**config.mk**
```make
export PLATFORM = sky130hd
export DESIGN_NAME = mrfd_ram
export DESIGN_NICKNAME = d
export VERILOG_FILES = /design/src/hw/rtl/model_residual_fault_detector_macros.svh /design/src/hw/rtl/mrfd_ram.sv
export SDC_FILE = /design/constraint.sdc
export NUM_CORES = 2
export LEC_CHECK = 0
export BUFFER_PORTS_ARGS = -buffer_cell sky130_fd_sc_hd__buf_4
export CAP_MARGIN = 20
export CORE_MARGIN = 8
export CORE_UTILIZATION = 57
export DETAILED_ROUTE_END_ITERATION = 8
export HOLD_SLACK_MARGIN = 0.06
export PLACE_DENSITY_LB_ADDON = 0.25
export SLEW_MARGIN = 20
export SYNTH_ARGS = -nofsm -noshare
export SYNTH_HDL_FRONTEND = slang
export SYNTH_MEMORY_MAX_BITS = 65536
export SYNTH_SLANG_ARGS = --single-unit
export TNS_END_PERCENT = 100
```
**constraint.sdc**
```tcl
create_clock -name clock -period 3 [get_ports clock]
set_input_delay 0.6 -clock clock [delete_from_list [all_inputs] [get_ports clock]]
set_output_delay 0.6 -clock clock [all_outputs]
set_load 0.01 [all_outputs]
```
**src/hw/rtl/model_residual_fault_detector_macros.svh**
```systemverilog
// Assertion macros shared by the fault detector RTL.
`ifndef MODEL_RESIDUAL_FAULT_DETECTOR_MACROS_SVH
`define MODEL_RESIDUAL_FAULT_DETECTOR_MACROS_SVH

// A property that must hold at every clock edge outside reset.
`define MRFD_CHECK(label, prop, msg) \
   label: assert property (@(posedge clock) disable iff (reset) (prop)) else $error(msg);

// An implication checked at every clock edge outside reset.
`define MRFD_IMPLIES(label, ante, cons, msg) \
   label: assert property (@(posedge clock) disable iff (reset) (ante) |-> (cons)) \
      else $error(msg);

`endif

```
**src/hw/rtl/mrfd_ram.sv**
```systemverilog
// Generic single-port-write, single-port-read RAM with registered read data.
module mrfd_ram #(
   parameter int WIDTH = 31,
   parameter int DEPTH = 150
) (
   input  logic                     clock,
   input  logic                     wr_en,
   input  logic [$clog2(DEPTH)-1:0] wr_addr,
   input  logic [WIDTH-1:0]         wr_data,
   input  logic                     rd_en,
   input  logic [$clog2(DEPTH)-1:0] rd_addr,
   output logic [WIDTH-1:0]         rd_data
);

   logic [WIDTH-1:0] mem_ff [DEPTH];
   logic [WIDTH-1:0] rd_data_ff;

   always_ff @(posedge clock) begin
      if (wr_en) begin
         mem_ff[wr_addr] <= wr_data;
      end
      if (rd_en) begin
         rd_data_ff <= mem_ff[rd_addr];
      end
   end

   assign rd_data = rd_data_ff;

endmodule

```
Yosys cells after proc, flatten, opt, wreduce, memory -nomap -nowiden. Memory sizes are Yosys's and may differ from the RTL's. A register that Yosys moved wholly into a read port is not among the register bits. Cells that the tools add are included. Widths: inputs -> output; s select.

$lt $le $gt $ge: 0. Reduce and logical (&&, ||, !) cells: 0. Multiply operators: 0. Divide/modulo/power cells: 0. Shifts and indexed selects: 0. Bitwise logic cells: 0. Equal/unequal tests: 0. Muxes and demuxes: 2. Add/sub/neg operators: 0.

Operators by type and width (number): $mux 1 (2).

Bits in writable memories: 4650. Register bits after elaboration: 0. Bits in latches: 0. ROM bits: 0. Logic and storage cells: 3. Memories: 1. Output and inout bits: 31.

Memory list: mem_ff (words 150, width 31, rd ports 1, clocked after Yosys merged registers in 1, write ports 1, RTL line mrfd_ram.sv:15) `logic [WIDTH-1:0] mem_ff [DEPTH];`.

Logic depth before layout (Yosys ltp).
Depth after elaboration: 2. Depth in mapped cells: 14. Gate-level depth less buffers: 6.

Least setup slack after synthesis. No wires, ideal clock.

Path type: in2reg. Start point: input port wr_addr[0]. End point: memory mem_ff[113][0] (enable). Library setup time: 0.419 ns. Required time: 2.581 ns. Stages on the path: 4. Path buffers: 1. Setup slack: -0.049 ns. Arrival: 2.630 ns. Path through: clkbuf_1 nor2b_1 nand2_1 nor2_1.

RTL lines: from (decl) (RTL line mrfd_ram.sv:8) `input logic [$clog2(DEPTH)-1:0] wr_addr,`; to (decl) (RTL line mrfd_ram.sv:15).

Straight into the memory's write port.

==> flow_summary.yaml <==
grt:
  grt_overflow: 0
  grt_pass1_vias: 93760
  grt_max_degree: 151
  grt_pass1_wl_mm: 719.0
  antenna_found_initial: 50
  grt.total_usage_pct: 30.73
run:
  cap_violations: 0
timing:
  max_clock_freq_mhz: 339.1
  drv_slew: 0
  rsz0062_at_grt: "false"
  finalSetupViolCount: 0
  finalCritPeriodShare_pct: 98.31
  worst_clock_skew_ns: 0.08312
  hold_viol: 0
  tightest_slew_ns: 1.201
  layout_min_cycle_time_ns: 2.949
  whs_ns: 0.09033
  maxSlewHeadroom_pct: 19.78
synth:
  yosysTopAreaCell: "edfxtp_1"
  ys.flop_type: "edfxtp_1"
  postSynthCellCount: 8067
  yosysUniqueCellTypes: 63
  ys_top_cells_by_count: "edfxtp_1 (4681), mux4_2 (1034), mux2i_1 (401)"
  synth.top_cell.area_share_pct: 78.52
  mappedNetlistNets: 8117
  synth.area.top_cells: "edfxtp_1 (79%), mux4_2 (13%), mux2i_1 (2.2%)"
  ys_seq_area_share_pct: 78.52
  ys_seq_elements: 4681
  netlist_area_mm2: 0.1790
  async_flop_share_pct: 0
  avgSynthCellArea_um2: 22.19
  synth_edf_count: 4681
  yosysMostFrequentCell: "edfxtp_1"
  yosys_warnings: 0
floorplanning:
  initial_core_util_pct: 57.35
  die_h_um: 576.4
  ios: 81
  die_width_um: 576.4
  core-area_mm2: 0.3122
  rows: 205
  dieArea_mm2: 0.3322
critical_path:
  end_kind: "flip-flop"
  crit_arrival_ns: 3.67
  path_cells: "buf_8 -> buf_12 -> buf_12 -> buf_12 -> buf_4 -> mux4_2 -> o21ai_0 -> o32ai_1 -> a31oi_1 -> buf_4 -> o41ai_1"
  start_kind: "input port"
  critPathSlowestCell: "a31oi_1"
  slowest_delay_ns: 0.70
  crit_top_cell: "buf_12"
  required_ns: 3.72
  rrSetupSlack_ns: 0.09
  cp_max_fo: 23
  critical_path_class: "input port to flip-flop"
pwr:
  p_per_area_mw_per_mm2: 647.0
  p_leak_nw: 68.43
  peakVddDrop_v: 0.0005767
route:
  wl_met1_mm: 179.6
  wl_met3_mm: 68.97
  route.met2.wl_mm: 239.3
  drcViolationCount: 0
  avgViaCountPerCell: 6.812
  routedWlPerCell_um: 37.17
  routed-via-count: 94620
  drtPass1Iterations: 5
  wl_mm: 516.2
  drt_iter0_markers: 15330
  ant_nets: 0
  top_layer_used: "met5"
worst_hold_path:
  worstHoldPathType: "input port to flip-flop"
run_status:
  status: "finished, final reports clean"
place:
  dp_hpwl_mm: 318.2
  placement.io_buffers: 80
  place_congestion: 0.9105
  placedInstanceArea_mm2: 0.1971
clock_network:
  cts_tree: "done"
  clock-sinks: 4681
  insertion_delay_ns: 1.01
  numCtsBuffers: 451
  clock_path_buffers: 4
  clk_pin_slew_ns: 0.06
  cts_root_buf: "clkbuf_16"
  htree_levels: 5
finish:
  fin_nets: 9399
  drive_gt1_share_pct: 32.35
  fillers: 18600
  area_growth_pct: 18.39
  stdcell_area_mm2: 0.2119
report_power, final:
| group | internal [W] | switching (W) | total [W] |
|---|---|---|---|
| clock network | 0.0318 | 0.0246 | 0.0564 |
| registers | 0.0721 | 0.000167 | 0.0723 |
| logic | 0.00327 | 0.00516 | 0.00843 |
| total | 0.107 | 0.0299 | 0.137 |
logic make-up (layout without fill, tap and decap cells):
family	after synthesis	count (layout)	share of synthesized area [%]
flops	4681	4681	78.52
mux	1452	1452	15.38
compound gates	762	762	2.953
simple gates	709	709	1.738
buf+inv	463	2127	1.406
other cells	0	18	0
flip-flops by register name, indices dropped and copies added (netlist names):
register and count:
mem_ff 4650, rd_data 31
worst max-delay path, delay by kind of cell:
kind,cells,cell delay [ns]
buffers and inverters,6,1.39
AOI/OAI and AO/OA,4,1.29
muxes,1,0.30
layer usage:
layer,vias up,GRT usage [%]
li1,36850,-
met1,49690,41.69
met2,6911,47.45
met3,1153,8.194
met4,14,13.79
met5,-,0
area by class of cell:
class	instances	area (µm²)	area share, %
flip-flops and latches	4681	140600	66.33
inverters	4	30.03	0.01417
diodes	18	45.04	0.02125
well taps	4140	5180	2.444
repair buffers	1288	14200	6.701
multi-input cells	2923	37250	17.57
clock inverters	282	2954	1.394
clock buffers	553	11710	5.526
stage by stage:
step / power (W) / worst slack [ns] / TNS (ns) / std cells / util, %
6_report: 0.1371 / 0.05078 / 0 / 13890 / 67.89
2_1_floorplan: 0.07696 / -0.04938 / -85.45 / 8067 / -
3_3_place_gp: 0.08174 / -1.054 / -19.65 / 13020 / 63.12
5_1_grt: 0.1400 / 0.01849 / 0 / 13880 / 67.88
4_1_cts: 0.1373 / 0.1108 / 0 / 13870 / 67.87
3_5_place_dp: 0.08192 / -1.105 / -19.98 / 13020 / 63.13
worst paths after layout:
kind,endpoint,depth (start not counted),startpoint
max reg2reg,rd_data[20],10,mem_ff[45][20]
min reg2reg,rd_data[2],4,mem_ff[148][2]
min,mem_ff[143][2],1,wr_data[2]
max,rd_data[9],11,rd_addr[1]
repair_timing:
action | CTS | global route
setup endpoints to repair | 1 | 2
hold buffers | 13 | 0
cloned | 0 | 0
buffers inserted | 0 | 0
resized for setup | 1 | 2
hold endpoints to repair | 270 | 0
layout by cell type, fill, tap and decap left out, drive strengths merged, types with 46 or more instances in the layout:
master / netlist / routed
clkinv: 0 / 214
edfxtp: 4681 / 4681
mux2i: 401 / 401
o22ai: 123 / 123
o221ai: 101 / 101
buf: 269 / 1274
bufinv: 0 / 46
clkbuf: 190 / 554
nor2: 242 / 242
mux4: 1037 / 1037
a21oi: 129 / 129
nand2: 271 / 271
a211oi: 52 / 52
o21ai: 105 / 105
Power figures use the tool's default switching activity.
